===== config.mk =====
export PLATFORM = sky130hd
export DESIGN_NAME = ccsds_packet_segmenter
export DESIGN_NICKNAME = d
export VERILOG_FILES = /design/src/design/cps_pkg.sv /design/src/design/ccsds_packet_segmenter.sv /design/src/design/cps_ram.sv /design/src/design/cps_datapath.sv /design/src/design/cps_ctrl.sv
export SDC_FILE = /design/constraint.sdc
export NUM_CORES = 1
export LEC_CHECK = 0
export BUFFER_PORTS_ARGS = -buffer_cell sky130_fd_sc_hd__buf_2
export CAP_MARGIN = 40
export CELL_PAD_IN_SITES_DETAIL_PLACEMENT = 0
export CELL_PAD_IN_SITES_GLOBAL_PLACEMENT = 1
export CORE_AREA = 2 2 155 187
export DETAILED_ROUTE_END_ITERATION = 7
export DIE_AREA = 0 0 157 189
export PLACE_DENSITY_LB_ADDON = 0.1
export SLEW_MARGIN = 5
export SYNTH_ARGS = -nofsm -noshare
export SYNTH_HDL_FRONTEND = slang
export SYNTH_SLANG_ARGS = --single-unit

===== constraint.sdc =====
create_clock -name clk -period 3.6 [get_ports clk]
set_input_delay 0.36 -clock clk [delete_from_list [all_inputs] [get_ports clk]]
set_output_delay 0.36 -clock clk [all_outputs]
set_load 0.02 [all_outputs]

===== src/design/cps_pkg.sv =====
// Package with the shared constants and control types of the packet segmenter.
package cps_pkg;

	// Packet geometry.
	localparam int PAYLOAD_BYTES_DEF = 26;
	localparam int HEADER_BYTES      = 6;

	// Field widths.
	localparam int APID_W   = 11;
	localparam int FLAGS_W  = 2;
	localparam int SEQ_W    = 14;
	localparam int CFG_IDX_W = 2;
	localparam int CFG_DATA_W = 11;

	// Register reset values.
	localparam logic [APID_W-1:0]  APID_RST  = 11'd35;
	localparam logic [FLAGS_W-1:0] FLAGS_RST = 2'd3;

	// Configuration register indexes.
	localparam logic [CFG_IDX_W-1:0] REG_APID  = 2'd0;
	localparam logic [CFG_IDX_W-1:0] REG_FLAGS = 2'd1;

	// Commands from the controller to the datapath.
	typedef struct packed {
		logic accept;   // input transaction taken, store the byte
		logic start;    // the accepted byte completes a packet
		logic load;     // load the next packet byte into the output register
		logic finish;   // the loaded byte is the packet's last one
	} cps_cmd_t;

	// Status from the datapath to the controller.
	typedef struct packed {
		logic flush;     // the byte on the input would complete a packet
		logic last_idx;  // emission index points at the packet's last byte
		logic out_full;  // output register holds an untaken byte
	} cps_sts_t;

endpackage


===== src/design/ccsds_packet_segmenter.sv =====
// CCSDS space packet segmenter: file bytes in, one byte a transaction; packets out,
// one byte a transaction, a 6-byte primary header first. A byte that does not complete a
// packet is stored in the buffer. A byte that fills the PAYLOAD_BYTES buffer or carries
// last_of_file starts emission of 6 + N bytes (N payload bytes) at one byte per cycle while
// the output is not stalled, through a single output register, and no input is taken until
// the last byte is loaded. The sequence count in the header advances per packet and wraps
// after 16383; restart_count clears it before its byte is handled. Configuration writes
// are always taken and must happen while idle.
module ccsds_packet_segmenter #(
	parameter int PAYLOAD_BYTES = cps_pkg::PAYLOAD_BYTES_DEF
) (
	input  logic                           clk,
	input  logic                           arst_n,
	input  logic                           cfg_valid,
	output logic                           cfg_ready,
	input  logic [cps_pkg::CFG_IDX_W-1:0]  cfg_index,
	input  logic [cps_pkg::CFG_DATA_W-1:0] cfg_data,
	input  logic                           in_valid,
	output logic                           in_ready,
	input  logic [7:0]                     data_byte,
	input  logic                           last_of_file,
	input  logic                           restart_count,
	output logic                           out_valid,
	input  logic                           out_ready,
	output logic [7:0]                     packet_byte,
	output logic                           packet_end,
	output logic                           file_end
);
	import cps_pkg::*;

	cps_cmd_t cmd;
	cps_sts_t sts;

	assign cfg_ready = 1'b1;

	// Sequencing.
	cps_ctrl u_ctrl (
		.clk      (clk),
		.arst_n   (arst_n),
		.in_valid (in_valid),
		.in_ready (in_ready),
		.out_ready(out_ready),
		.sts      (sts),
		.cmd      (cmd)
	);

	// Buffering, header build and output.
	cps_datapath #(
		.PAYLOAD_BYTES(PAYLOAD_BYTES)
	) u_dp (
		.clk          (clk),
		.arst_n       (arst_n),
		.cmd          (cmd),
		.sts          (sts),
		.cfg_we       (cfg_valid && cfg_ready),
		.cfg_index    (cfg_index),
		.cfg_data     (cfg_data),
		.data_byte    (data_byte),
		.last_of_file (last_of_file),
		.restart_count(restart_count),
		.out_ready    (out_ready),
		.out_valid    (out_valid),
		.packet_byte  (packet_byte),
		.packet_end   (packet_end),
		.file_end     (file_end)
	);

endmodule


===== src/design/cps_ram.sv =====
// Generic single-write, single-read RAM with registered read data.
module cps_ram #(
	parameter int WIDTH = 8,
	parameter int DEPTH = 26,
	localparam int AW = (DEPTH > 1) ? $clog2(DEPTH) : 1
) (
	input  logic             clk,
	input  logic             we,
	input  logic [AW-1:0]    waddr,
	input  logic [WIDTH-1:0] wdata,
	input  logic [AW-1:0]    raddr,
	output logic [WIDTH-1:0] rdata
);

	logic [WIDTH-1:0] mem_q [DEPTH];

	// Write port and registered read port.
	always_ff @(posedge clk) begin
		if (we) begin
			mem_q[waddr] <= wdata;
		end
		rdata <= mem_q[raddr];
	end

endmodule


===== src/design/cps_datapath.sv =====
// Datapath of the packet segmenter: payload buffer, counters, header and output register.
module cps_datapath #(
	parameter int PAYLOAD_BYTES = cps_pkg::PAYLOAD_BYTES_DEF
) (
	input  logic                              clk,
	input  logic                              arst_n,
	input  cps_pkg::cps_cmd_t                 cmd,
	output cps_pkg::cps_sts_t                 sts,
	input  logic                              cfg_we,
	input  logic [cps_pkg::CFG_IDX_W-1:0]     cfg_index,
	input  logic [cps_pkg::CFG_DATA_W-1:0]    cfg_data,
	input  logic [7:0]                        data_byte,
	input  logic                              last_of_file,
	input  logic                              restart_count,
	input  logic                              out_ready,
	output logic                              out_valid,
	output logic [7:0]                        packet_byte,
	output logic                              packet_end,
	output logic                              file_end
);
	import cps_pkg::*;

	localparam int AW = (PAYLOAD_BYTES > 1) ? $clog2(PAYLOAD_BYTES) : 1;
	localparam int FW = $clog2(PAYLOAD_BYTES + 1);
	localparam int IW = $clog2(PAYLOAD_BYTES + HEADER_BYTES + 1);

	logic [APID_W-1:0]  apid_q;
	logic [FLAGS_W-1:0] flags_q;
	logic [FW-1:0]      fill_q;
	logic [FW-1:0]      fill_inc;
	logic [FW-1:0]      len_q;
	logic               last_q;
	logic [SEQ_W-1:0]   seq_q;
	logic [IW-1:0]      idx_q;
	logic [IW-1:0]      idx_nxt;
	logic [IW-1:0]      idx_rd;
	logic [IW-1:0]      total_m1;
	logic [15:0]        len_word;
	logic [15:0]        seq_word;
	logic [7:0]         hdr [HEADER_BYTES];
	logic [7:0]         ram_rdata;
	logic [7:0]         next_byte;
	logic               out_valid_q;
	logic [7:0]         packet_byte_q;
	logic               packet_end_q;
	logic               file_end_q;

	// Configuration registers; the user must write them only while idle, which is not enforced.
	always_ff @(posedge clk or negedge arst_n) begin
		if (!arst_n) begin
			apid_q  <= APID_RST;
			flags_q <= FLAGS_RST;
		end else if (cfg_we) begin
			unique case (cfg_index)
				REG_APID:  apid_q  <= cfg_data[APID_W-1:0];
				REG_FLAGS: flags_q <= cfg_data[FLAGS_W-1:0];
				default:   ;
			endcase
		end
	end

	// A packet is due when the buffer fills or the file ends.
	assign fill_inc  = fill_q + FW'(1);
	assign sts.flush = (fill_inc == FW'(PAYLOAD_BYTES)) || last_of_file;

	// Fill count, packet length, sequence count and emission index.
	always_ff @(posedge clk or negedge arst_n) begin
		if (!arst_n) begin
			fill_q <= '0;
			len_q  <= '0;
			last_q <= 1'b0;
			seq_q  <= '0;
			idx_q  <= '0;
		end else begin
			if (cmd.accept) begin
				fill_q <= cmd.start ? '0 : fill_inc;
				if (restart_count) begin
					seq_q <= '0;
				end
			end
			if (cmd.start) begin
				len_q  <= fill_inc;
				last_q <= last_of_file;
				idx_q  <= '0;
			end else if (cmd.load) begin
				idx_q <= idx_nxt;
			end
			if (cmd.finish) begin
				seq_q <= seq_q + SEQ_W'(1);
			end
		end
	end

	assign total_m1     = IW'(HEADER_BYTES) + IW'(len_q) - IW'(1);
	assign sts.last_idx = (idx_q == total_m1);

	// Payload buffer; the read address runs with the next index so that the
	// registered read data always belongs to the current index.
	assign idx_nxt = idx_q + IW'(1);
	assign idx_rd  = (cmd.load ? idx_nxt : idx_q) - IW'(HEADER_BYTES);

	cps_ram #(
		.WIDTH(8),
		.DEPTH(PAYLOAD_BYTES)
	) u_ram (
		.clk  (clk),
		.we   (cmd.accept),
		.waddr(fill_q[AW-1:0]),
		.wdata(data_byte),
		.raddr(idx_rd[AW-1:0]),
		.rdata(ram_rdata)
	);

	// Primary header bytes.
	assign len_word = 16'(len_q) - 16'd1;
	assign seq_word = {flags_q, seq_q};
	assign hdr[0]   = {{(16 - APID_W){1'b0}}, apid_q[APID_W-1:8]};
	assign hdr[1]   = apid_q[7:0];
	assign hdr[2]   = seq_word[15:8];
	assign hdr[3]   = seq_word[7:0];
	assign hdr[4]   = len_word[15:8];
	assign hdr[5]   = len_word[7:0];

	assign next_byte = (idx_q < IW'(HEADER_BYTES)) ? hdr[idx_q[2:0]] : ram_rdata;

	// Output register, refilled as soon as its byte is taken.
	always_ff @(posedge clk or negedge arst_n) begin
		if (!arst_n) begin
			out_valid_q <= 1'b0;
		end else if (cmd.load) begin
			out_valid_q <= 1'b1;
		end else if (out_ready) begin
			out_valid_q <= 1'b0;
		end
	end

	always_ff @(posedge clk) begin
		if (cmd.load) begin
			packet_byte_q <= next_byte;
			packet_end_q  <= sts.last_idx;
			file_end_q    <= sts.last_idx && last_q;
		end
	end

	assign sts.out_full = out_valid_q;
	assign out_valid    = out_valid_q;
	assign packet_byte  = packet_byte_q;
	assign packet_end   = packet_end_q;
	assign file_end     = file_end_q;

endmodule


===== src/design/cps_ctrl.sv =====
// Controller of the packet segmenter: takes bytes, then sequences a packet out.
module cps_ctrl (
	input  logic              clk,
	input  logic              arst_n,
	input  logic              in_valid,
	output logic              in_ready,
	input  logic              out_ready,
	input  cps_pkg::cps_sts_t sts,
	output cps_pkg::cps_cmd_t cmd
);
	import cps_pkg::*;

	localparam logic ST_ACCEPT = 1'b0;
	localparam logic ST_EMIT   = 1'b1;

	logic state_q;
	logic state_d;

	// Command decode.
	always_comb begin
		in_ready   = (state_q == ST_ACCEPT);
		cmd.accept = in_ready && in_valid;
		cmd.start  = cmd.accept && sts.flush;
		cmd.load   = (state_q == ST_EMIT) && (!sts.out_full || out_ready);
		cmd.finish = cmd.load && sts.last_idx;
	end

	// Next state.
	always_comb begin
		state_d = state_q;
		unique case (state_q)
			ST_ACCEPT: if (cmd.start) begin
				state_d = ST_EMIT;
			end
			ST_EMIT: if (cmd.finish) begin
				state_d = ST_ACCEPT;
			end
			default: state_d = ST_ACCEPT;
		endcase
	end

	always_ff @(posedge clk or negedge arst_n) begin
		if (!arst_n) begin
			state_q <= ST_ACCEPT;
		end else begin
			state_q <= state_d;
		end
	end

endmodule


==> reports/metrics.yaml, run 1 <==
yosys:
  synthFlopType: "edfxtp_1"
  synth-compound-area-share_pct: 13.48
  synth_top_family_by_area: "compound AO/OA/AOI/OAI gates"
  synthXorXnorAreaFrac_pct: 1.133
  ys_ff_latch: 272
  synthSimpleGateAreaFrac_pct: 11.15
  synth_fa_ha_area_share_pct: 0.9101
  synth_edf_count: 218
  netlist.area_leader.share_pct: 52.91
  synth.most_common_cell: "edfxtp_1"
  synth_top_area_cell: "edfxtp_1"
  synth.avg_cell_area_um2: 13.15
  synth-async-reset-ratio_pct: 16.91
  yosysSeqAreaShare_pct: 63.56
  syn_area_um2: 12370
  yosysUniqueCellTypes: 70
  syn_nets: 978
  synth_commonest_cells: "218 x edfxtp_1, 57 x nand2_1, 56 x nor2_1, 51 x nand3_1, 46 x o21ai_0"
  synthTopCellsByArea: "edfxtp_1 53%, dfrtp_1 8.3%, mux2_2 3.7%, mux4_2 2.4%, nand3_1 2.1%"
  synth_mux_area_share_pct: 6.866
  syn_inst: 941
  ys.warnings.count: 0
setup_path:
  cp.buffers_inverters: 1
  max_stage_delay_ps: 480
  r2r-end: "u_dp.u_ram.rdata[6]"
  startpoint_type: "flop"
  critical_path_required_ps: 4030
  cp_max_fo: 11
  rr_worst_depth: 9
  cp_slowest_cell: "mux4_2"
  cp.arrival_ps: 3610
  critical_path_class: "reg2reg"
  rrSetupSlack_ps: 420
  critical-path-top-delay-family: "compound AO/OA/AOI/OAI gates"
  crit_chain: "ha_1, nand3_1, nand2_1, ha_1, buf_4, o21ai_1, a211oi_1, a211oi_1, mux4_2"
  cp-end-kind: "flop"
  r2r-start: "u_dp.idx_q[0]"
route:
  num_vias: 8156
  drcViolationCount: 0
  dr.pass1.iters: 5
  wl_per_cell_um: 24.24
  detail-route-antenna-nets: 0
  via_per_inst: 5.893
  wirelength_um: 33550
  first_iter_violations: 647
timing:
  post-route-period-util_pct: 88.37
  fin_tns_setup_ps: 0
  post-route-min-period_ps: 3181
  hold_viol: 0
  maxSlewHeadroom_pct: 41.61
  worstMarginPinSlew_ps: 874.0
  worst_clock_skew_ps: 10.07
  setup_viol: 0
  rsz0062_at_grt: "false"
  fmax_mhz: 314.3
  drv_slew: 0
cells_and_area:
  diodes: 0
  drive_gt1_share_pct: 20.90
  fill_cells: 2355
  syn2layout_area_growth_pct: 13.55
  finalNetCount: 1020
  design_area_um2: 14050
  final_util_pct: 50.63
floorplanning:
  core_area_um2: 27750
  io_pins: 41
  rows: 67
  die_y_um: 189
  die_x_um: 157
  dieArea_um2: 29670
  initial_core_util_pct: 44.59
hold_path:
  hp-class: "in2reg"
  min_to: "u_dp.apid_q[10]"
  hold_start: "cfg_data[10]"
  holdPathStages: 2
global_routing:
  grt_usage_pct: 22.79
  antenna_found_initial: 0
  grt_pass1_wl_um: 50360
  grt_pass1_vias: 8260
  grt_max_degree: 63
  gr-total-overflow: 0
clock_tree:
  cts_buffers: 29
  cts-root-buf: "clkbuf_16"
  cts_max_level: 1
  path_clk_slew_ps: 70
  clk_path_buf_depth: 3
  clock_latency_ps: 560
  cts_setup_buffers: 0
  clock-sinks: 272
  cts_tree: "yes"
power:
  p_per_area_nw_per_um2: 882.2
  peakVddDrop_uv: 426.2
  p_leak_nw: 4.828
placement:
  portBuffers: 39
  place_congestion: 0.8864
  dp_hpwl_um: 23190
  dpl_cell_area_um2: 13060
flow_run:
  drv_cap: 0
status:
  outcome: "finished clean"
==> routing by layer <==
metal | part of all wire, % | routed length [um] | vias up | GRT usage [%]
met4 | 2.8 | 946 | 0 | 7.022
met2 | 50 | 16840 | 252 | 39.22
met1 | 41 | 13870 | 4118 | 29.26
met5 | 0 | 0 | - | 0
met3 | 5.6 | 1889 | 59 | 4.120
li1 | - | - | 3727 | -
==> cell usage in the layout (no fill, tap or decap), drive strengths merged, types with 13 or more instances in the layout <==
master	n
edfxtp	218
a32oi	21
nand2	59
a21oi	39
o2111ai	21
clkbuf	31
buf	79
a211o	15
nand3	51
clkinv	13
nor2	57
dfrtp	41
o21ai	50
a311oi	18
a211oi	21
mux4	13
and3	23
mux2	42
nand2b	35
==> flip-flops by register name, indices dropped and copies added (netlist names), 2 cells and up <==
register          count
u_dp.apid_q          11
u_dp.fill_q           5
u_dp.flags_q          2
u_dp.idx_q            6
u_dp.len_q            5
u_dp.packet_byte      8
u_dp.seq_q           14
u_dp.u_ram.mem_q    208
u_dp.u_ram.rdata      8
==> how the worst max path moves through the flow <==
stage,slack (ps),cells past startpoint,endpoint,start
detailed placement,490,9,u_dp.u_ram.rdata[6],u_dp.idx_q[0]
CTS,450,9,u_dp.u_ram.rdata[6],u_dp.idx_q[0]
finish,420,9,u_dp.u_ram.rdata[6],u_dp.idx_q[0]
floorplan,460,12,u_dp.u_ram.rdata[6],u_dp.out_valid
global placement,590,6,u_dp.fill_q[0],u_ctrl.state_q
global route,210,9,u_dp.u_ram.rdata[6],u_dp.idx_q[0]
==> power by group <==
group	internal (mW)	switching (mW)	leakage, nW
Combinational	2.02	3.27	1.74
Clock	1.83	1.23	0.482
Sequential	3.75	0.295	2.61
Total	7.60	4.79	4.83
==> stage by stage <==
step	setup slack (ps)	total power, mW	std cells	hold WS (ps)
2_1_floorplan	456.4	7.604	941	64.41
3_3_place_gp	589.8	9.231	1325	461.7
3_5_place_dp	485.1	9.348	1330	469.4
4_1_cts	448.2	12.44	1384	18.03
5_1_grt	206.7	13.03	1384	27.87
6_report	418.7	12.39	1384	42.89
==> cell families after synthesis <==
family	count (synthesis)
simple gates	272
fa+ha+maj	9
compound gates	230
mux	63
other cells	1
flops	272
xor+xnor	16
buf+inv	78
==> worst register-to-register path, cell delays in order (launching register included) <==
cell and delay (ps):
dfrtp_2 460, ha_1 370, nand3_1 180, nand2_1 220, ha_1 360, buf_4 200
o21ai_1 310, a211oi_1 370, a211oi_1 90, mux4_2 480
==> cell type report <==
cell class	instances	area, um2	area share, %
clock buffer	31	733.2	5.219
clock inverter	22	251.5	1.790
inverter	9	33.78	0.2404
multi-input combinational	591	4174	29.71
sequential	272	7865	55.98
tap	379	474.2	3.375
timing repair buffer	80	518.0	3.687
==> timing repair <==
| action | in CTS | in global routing |
|---|---|---|
| hold buffers | 1 | 0 |
| endpoints found under the hold margin | 30 | 0 |
| resized for setup | 0 | 0 |
No activity file was read; power rests on OpenSTA's default activity.
==> run 2: changes to the inputs <==
--- a/config.mk
+++ b/config.mk
@@ -12,6 +12,7 @@
 export CORE_AREA = 2 2 155 187
 export DETAILED_ROUTE_END_ITERATION = 7
 export DIE_AREA = 0 0 157 189
+export GPL_TIMING_DRIVEN = 0
 export PLACE_DENSITY_LB_ADDON = 0.1
 export SLEW_MARGIN = 5
 export SYNTH_ARGS = -nofsm -noshare
==> run 2 against run 1 <==
Worst setup slack got worse by 240 ps. Sequential power fell by 3%. Register-to-register slack got worse by 240 ps. Via count fell by 1.2%. Critical path depth rose by 4. Global-route usage fell by 0.96 points. Count of clock-buffer cells in the layout rose by 1. Final cell count rose by 2.7%. Clock power fell by 8.2%. Sequential share of layout area fell by 0.22 points. First-iteration DRC count rose by 0.15%. Critical endpoint is now u_dp.u_ram.rdata[0]. Highest routed layer unchanged.
==> reports/metrics.yaml, run 2 (synthesis results as in run 1) <==
placement:
  dp_slack_ps: -930.0  # -1415 ps
  place_congestion: 0.8529  # -3.8%
  dp_cells: 1367  # +2.8%
  portBuffers: 39  # unchanged
  dp_hpwl_um: 23060  # -0.55%
route:
  num_vias: 8057  # -1.2%
  drcViolationCount: 0  # unchanged
  wirelength_um: 32150  # -4.2%
  detail-route-antenna-nets: 0  # unchanged
  first_iter_violations: 648  # +0.15%
  dr.pass1.iters: 5  # unchanged
  wl_per_cell_um: 22.62  # -6.7%
  via_per_inst: 5.670  # -3.8%
global_routing:
  gr-total-overflow: 0  # unchanged
  grt_usage_pct: 21.83  # -0.96 points
  met2_usage_pct: 37.33  # -1.9 points
  grt_use_met3_pct: 2.541  # -1.6 points
  grt_pass1_wl_um: 48230  # -4.2%
  grt.met1_usage_pct: 28.81  # -0.45 points
  grt_max_degree: 27  # -57%
  grt_busiest_layer: "met2"
  antenna_found_initial: 0  # unchanged
  grt_pass1_vias: 7960  # -3.6%
setup_path:
  rr_worst_depth: 13  # +4
  r2r-end: "u_dp.u_ram.rdata[0]"
  critical_path_class: "reg2reg"
  cp.arrival_ps: 3830  # +220 ps
  worstSetupStartpoint: "u_dp.out_valid"
  r2r-start: "u_dp.out_valid"
  startpoint_type: "flop"
  cp_max_fo: 10  # -1
  rrSetupSlack_ps: 180  # -240 ps
  cp-end-kind: "flop"
  critical_path_required_ps: 4010  # -20 ps
cells_and_area:
  layout_commonest_cell: "edfxtp_1"
  final_util_pct: 50.82  # +0.19 points
  fill_cells: 2446  # +3.9%
  largest_reg_flops: 208  # unchanged
  top_regs: "u_dp.u_ram.mem_q: 208 flops, u_dp.seq_q: 14 flops, u_dp.apid_q: 11 flops"
  finalNonFillerCells: 1421  # +2.7%
  layout_common_cells: "218 x edfxtp_1, 60 x buf_2, 56 x nand2_1, 56 x nor2_1, 51 x nand3_1"
  finalNetCount: 1059  # +3.8%
  drive_gt1_share_pct: 20.06  # -0.84 points
  regMostFlops: "u_dp.u_ram.mem_q"
  diodes: 0  # unchanged
  syn2layout_area_growth_pct: 13.98
clock_tree:
  clock_latency_ps: 550  # about the same
  cts-root-buf: "clkbuf_16"
  path_clk_slew_ps: 60  # about the same
  cts_max_level: 1  # unchanged
  clock-sinks: 272  # unchanged
  cts_buffers: 29  # unchanged
  clk_path_buf_depth: 3  # unchanged
  cts_tree: "yes"
status:
  outcome: "finished clean"
timing:
  worst_clock_skew_ps: 10.09  # +0.01870 ps
  maxSlewHeadroom_pct: 38.65  # -3.0 points
  fmax_mhz: 292.3  # -7.0%
  worst_slack_ps: 179.1  # -239.7 ps
  worstMarginPinSlew_ps: 916.9  # +42.89 ps
  fin_tns_setup_ps: 0  # unchanged
  post-route-period-util_pct: 95.03  # +6.7 points
  drv_slew: 0  # unchanged
  rsz0062_at_grt: "false"
  hold_viol: 0  # unchanged
  setup_viol: 0  # unchanged
  post-route-min-period_ps: 3421  # +239.7 ps
power:
  p_leak_nw: 4.818  # -0.21%
  peakVddDrop_uv: 480.0  # +13%
  p_per_area_nw_per_um2: 889.4  # +0.82%
floorplanning:
  io_pins: 41  # unchanged
  dieArea_um2: 29670  # unchanged
  die_y_um: 189  # unchanged
  core_area_um2: 27750  # unchanged
  rows: 67  # unchanged
  initial_core_util_pct: 44.59  # unchanged
  die_x_um: 157  # unchanged
hold_path:
  holdPathStages: 2  # unchanged
  hp-class: "in2reg"
  hold_start: "cfg_data[2]"
  min_to: "u_dp.apid_q[2]"
flow_run:
  drv_cap: 0  # unchanged
run 2: routing by layer:
| layer | part of all wire, % | routed length, um | up-vias |
|---|---|---|---|
| li1 | - | - | 3814 |
| met1 | 42 | 13500 | 3975 |
| met2 | 50 | 16010 | 218 |
| met3 | 5.0 | 1619 | 50 |
| met4 | 3.2 | 1020 | 0 |
| met5 | 0 | 0 | - |
run 2: what timing repair did:
item	4_1_cts	5_1_grt
setup endpoints to repair	8	7
resized for setup	13	10
hold buffers	1	0
buffers inserted	1	1
endpoints found under the hold margin	18	0
pin swaps	0	1
run 2: worst max-delay path by stage:
stage	to	slack, ps	depth (start not counted)
finish	u_dp.u_ram.rdata[0]	180	13
floorplan	u_dp.u_ram.rdata[6]	460	12
global route	u_dp.u_ram.rdata[1]	30	13
CTS	u_dp.u_ram.rdata[1]	40	13
global placement	u_dp.u_ram.rdata[0]	-890	13
detailed placement	u_dp.u_ram.rdata[1]	-930	13
run 2: worst max-delay path: stages (launching register included):
cell	delay (ps)
dfrtp_1	390
nand2b_1	80
buf_2	190
nand2_2	240
clkinvlp_4	160
nand2_1	70
xnor2_1	170
ha_1	320
buf_2	320
nor3_4	120
buf_2	210
a32oi_1	260
o2111ai_1	310
a32oi_1	430
run 2: metrics by stage:
| stage | hold slack, ps | instance area, um2 | power [mW] |
|---|---|---|---|
| after floorplan | 64.41 | 12370 | 7.604 |
| after global placement | 475.5 | 13040 | 9.536 |
| after detailed placement | 363.2 | 13110 | 9.529 |
| after CTS | 30.60 | 14050 | 12.45 |
| after global routing | 34.36 | 14100 | 13.14 |
| final | 50.41 | 14100 | 12.54 |
run 2: final cells by class:
class / instances / area, um2 / area share [%]
Multi-Input combinational cell: 591 / 4223 / 29.94
Clock inverter: 19 / 148.9 / 1.056
Clock buffer: 32 / 737.0 / 5.226
Tap cell: 379 / 474.2 / 3.363
Sequential cell: 272 / 7864 / 55.76
Buffer: 69 / 329.1 / 2.333
Inverter: 9 / 37.54 / 0.2662
Timing Repair Buffer: 50 / 289.0 / 2.050
run 2: power by group:
group | internal [mW] | leakage, nW | switching (mW)
logic | 2.10 | 1.78 | 3.73
clock network | 1.61 | 0.433 | 1.20
registers | 3.75 | 2.61 | 0.158
==> run 3: changes to the inputs <==
==> constraint.sdc (replaced) <==
create_clock -name clk -period 4 [get_ports clk]
set_input_delay 0.4 -clock clk [delete_from_list [all_inputs] [get_ports clk]]
set_output_delay 0.4 -clock clk [all_outputs]
set_load 0.02 [all_outputs]
==> run 3 against run 2 <==
First-iteration DRC count shrank 4.0%. Critical endpoint is now u_dp.u_ram.rdata[1]. Sequential share of layout area up 0.18 points. Via count is essentially flat. Critical path depth down 2. Count of clock-buffer cells in the layout stayed put. Critical path type unchanged. Power is 11% lower. Combinational power fell by 12%. Largest cell class unchanged. Sequential power decreased by 10%.
==> reports/metrics.yaml, run 3 (synthesis results as in run 1) <==
timing:
  fmax_mhz: 259.5  # -11%
  post-route-min-period_ps: 3853  # +432.1 ps
  hold_viol: 0  # unchanged
  post-route-period-util_pct: 96.33  # +1.3 points
  rsz0062_at_grt: "false"
  worst_clock_skew_ps: 13.12  # +3.032 ps
  worst_slack_ps: 147.0  # -32.12 ps
  maxSlewHeadroom_pct: 39.12  # +0.47 points
  setup_viol: 0  # unchanged
  drv_slew: 0  # unchanged
  hold_ws_ps: 88.54  # +38.12 ps
  worstMarginPinSlew_ps: 909.9  # -7.000 ps
floorplanning:
  rows: 67  # unchanged
  io_pins: 41  # unchanged
  dieArea_um2: 29670  # unchanged
  initial_core_util_pct: 44.59  # unchanged
  die_x_um: 157  # unchanged
  die_y_um: 189  # unchanged
  core_area_um2: 27750  # unchanged
power:
  clkPwrFrac_pct: 22.7  # +0.3 points
  p_leak_nw: 4.809  # -0.18%
  swShare_pct: 40.54  # -0.063 points
  power.switching_mw: 4.525  # -11%
  pwr-share-comb_pct: 45.8  # -0.7 points
  p_seq_share_pct: 31.5  # +0.4 points
  p_per_area_nw_per_um2: 794.0  # -11%
  intPower_mw: 6.637  # -11%
  total_power_mw: 11.16  # -11%
  peakVddDrop_uv: 421.1  # -12%
cells_and_area:
  fill_cells: 2462  # +0.65%
  top_regs: "u_dp.u_ram.mem_q: 208 flops, u_dp.seq_q: 14 flops, u_dp.apid_q: 11 flops"
  largest_reg_flops: 208  # unchanged
  layout_common_cells: "218 x edfxtp_1, 58 x buf_2, 57 x nand2_1, 56 x nor2_1, 51 x nand3_1"
  syn2layout_area_growth_pct: 13.61
  drive_gt1_share_pct: 19.27  # -0.79 points
  finalNetCount: 1060  # +0.094%
  layout_commonest_cell: "edfxtp_1"
  regMostFlops: "u_dp.u_ram.mem_q"
setup_path:
  cp-end-kind: "flop"
  cp_max_fo: 10  # unchanged
  cp.buffers_inverters: 4  # unchanged
  startpoint_type: "flop"
  cp.arrival_ps: 4250  # +420 ps
  cp_slowest_cell: "a32oi_1"
  critical_path_required_ps: 4400  # +390 ps
  crit_chain: "nand2b_1, buf_2, buf_2, nand3_1, nand2_1, ha_1, clkbuf_2, o21ai_1, clkbuf_2, o2111ai_1, a32oi_1"
  critical_path_class: "reg2reg"
  max_stage_delay_ps: 490  # +60 ps
  critical-path-top-delay-family: "compound AO/OA/AOI/OAI gates"
  r2r-start: "u_dp.out_valid"
  worstSetupStartpoint: "u_dp.out_valid"
route:
  drcViolationCount: 0  # unchanged
  wl_per_cell_um: 22.56  # -0.26%
  first_iter_violations: 622  # -4.0%
  via_per_inst: 5.666  # about the same
  detail-route-antenna-nets: 0  # unchanged
  wirelength_um: 32110  # -0.12%
  dr.pass1.iters: 7  # +2
  num_vias: 8063  # +0.074%
hold_path:
  hp-class: "in2reg"
  hold_start: "cfg_data[6]"
global_routing:
  grt_max_degree: 27  # unchanged
  antenna_found_initial: 0  # unchanged
  grt_pass1_wl_um: 48160  # -0.16%
  gr-total-overflow: 0  # unchanged
  grt_pass1_vias: 7956  # -0.050%
  grt_usage_pct: 21.80  # -0.025 points
status:
  outcome: "finished clean"
clock_tree:
  clk_path_buf_depth: 3  # unchanged
  cts_buffers: 29  # unchanged
  path_clk_slew_ps: 60  # about the same
  cts_max_level: 1  # unchanged
  cts-root-buf: "clkbuf_16"
  cts_tree: "yes"
  clock_latency_ps: 540  # about the same
  clock-sinks: 272  # unchanged
placement:
  place_congestion: 0.8529  # unchanged
  portBuffers: 39  # unchanged
  dp_hpwl_um: 23060  # unchanged
  dp_slack_ps: -570.0  # +360.0 ps
flow_run:
  drv_cap: 0  # unchanged
run 3: cell types whose count changed in the layout (fill, tap and decap cells not counted):
cell      before  now
a32oi_1       17   21
buf_4         12   13
buf_1          9    8
o21ai_2        2    0
diode_2        0    1
nand2_4        1    0
a21oi_2        0    1
a32oi_2        4    0
nand2_1       56   57
o21ai_1        3    5
clkbuf_1      31   34
a21oi_4        1    0
buf_2         60   58
run 3: cell type report:
| cell class | instances | area, um2 | area share, % |
|---|---|---|---|
| antenna | 1 | 2.502 | 0.01780 |
| buffer | 69 | 326.6 | 2.323 |
| clock buffer | 32 | 737.0 | 5.243 |
| clock inverter | 19 | 148.9 | 1.059 |
| inverter | 9 | 37.54 | 0.2670 |
| multi-input combinational | 591 | 4170 | 29.67 |
| sequential | 272 | 7864 | 55.94 |
| tap | 379 | 474.2 | 3.373 |
| timing repair buffer | 51 | 296.5 | 2.109 |
run 3: repair_timing:
item | in CTS | in global routing
pin swaps | 0 | 0
endpoints found under the setup margin | 8 | 7
endpoints found under the hold margin | 18 | 0
resized for setup | 6 | 5
hold buffers | 1 | 0
buffers inserted | 0 | 3
run 3: path summary, 6_finish.rpt:
check,to,depth (start not counted),slack [ps]
worst max-delay path,u_dp.u_ram.rdata[1],11,150
worst min-delay path,u_dp.apid_q[6],2,90
worst max register to register,u_dp.u_ram.rdata[1],11,150
worst min register to register,u_dp.seq_q[13],1,480
max in group asynchronous,u_dp.apid_q[5],3,3030
min in group asynchronous,u_dp.seq_q[6],2,370
run 3: metal layers:
layer	GRT usage, %	routed length [um]
met5	0	0
met4	7.516	1064
met3	2.541	1452
met2	37.30	15970
met1	28.77	13620
run 3: power by group through the flow:
stage               sequential [mW]  combinational (mW)  clock, mW
finish                         3.52                5.11       2.53
global route                   3.55                5.45       2.69
CTS                            3.52                5.08       2.58
detailed placement             3.57                5.00          0
global placement               3.57                5.02          0
floorplan                      3.60                3.24          0
run 3: worst reg2reg max path, delay by kind of cell, from the launching register on:
| kind | cells | cell delay [ps] |
|---|---|---|
| simple gates | 3 | 620 |
| compound gates | 3 | 1250 |
| buf+inv | 4 | 1120 |
| fa+ha+maj | 1 | 310 |
| flops | 1 | 390 |
run 3: per-stage QoR:
step	TNS, ps	instance area, um2	utilization (%)	cells
after global placement	-3702	13040	47.00	1359
after global routing	0	14050	50.65	1422
final	0	14060	50.66	1423
after detailed placement	-3783	13110	47.25	1367
after CTS	0	14030	50.56	1419
after floorplan	0	12370	-	941
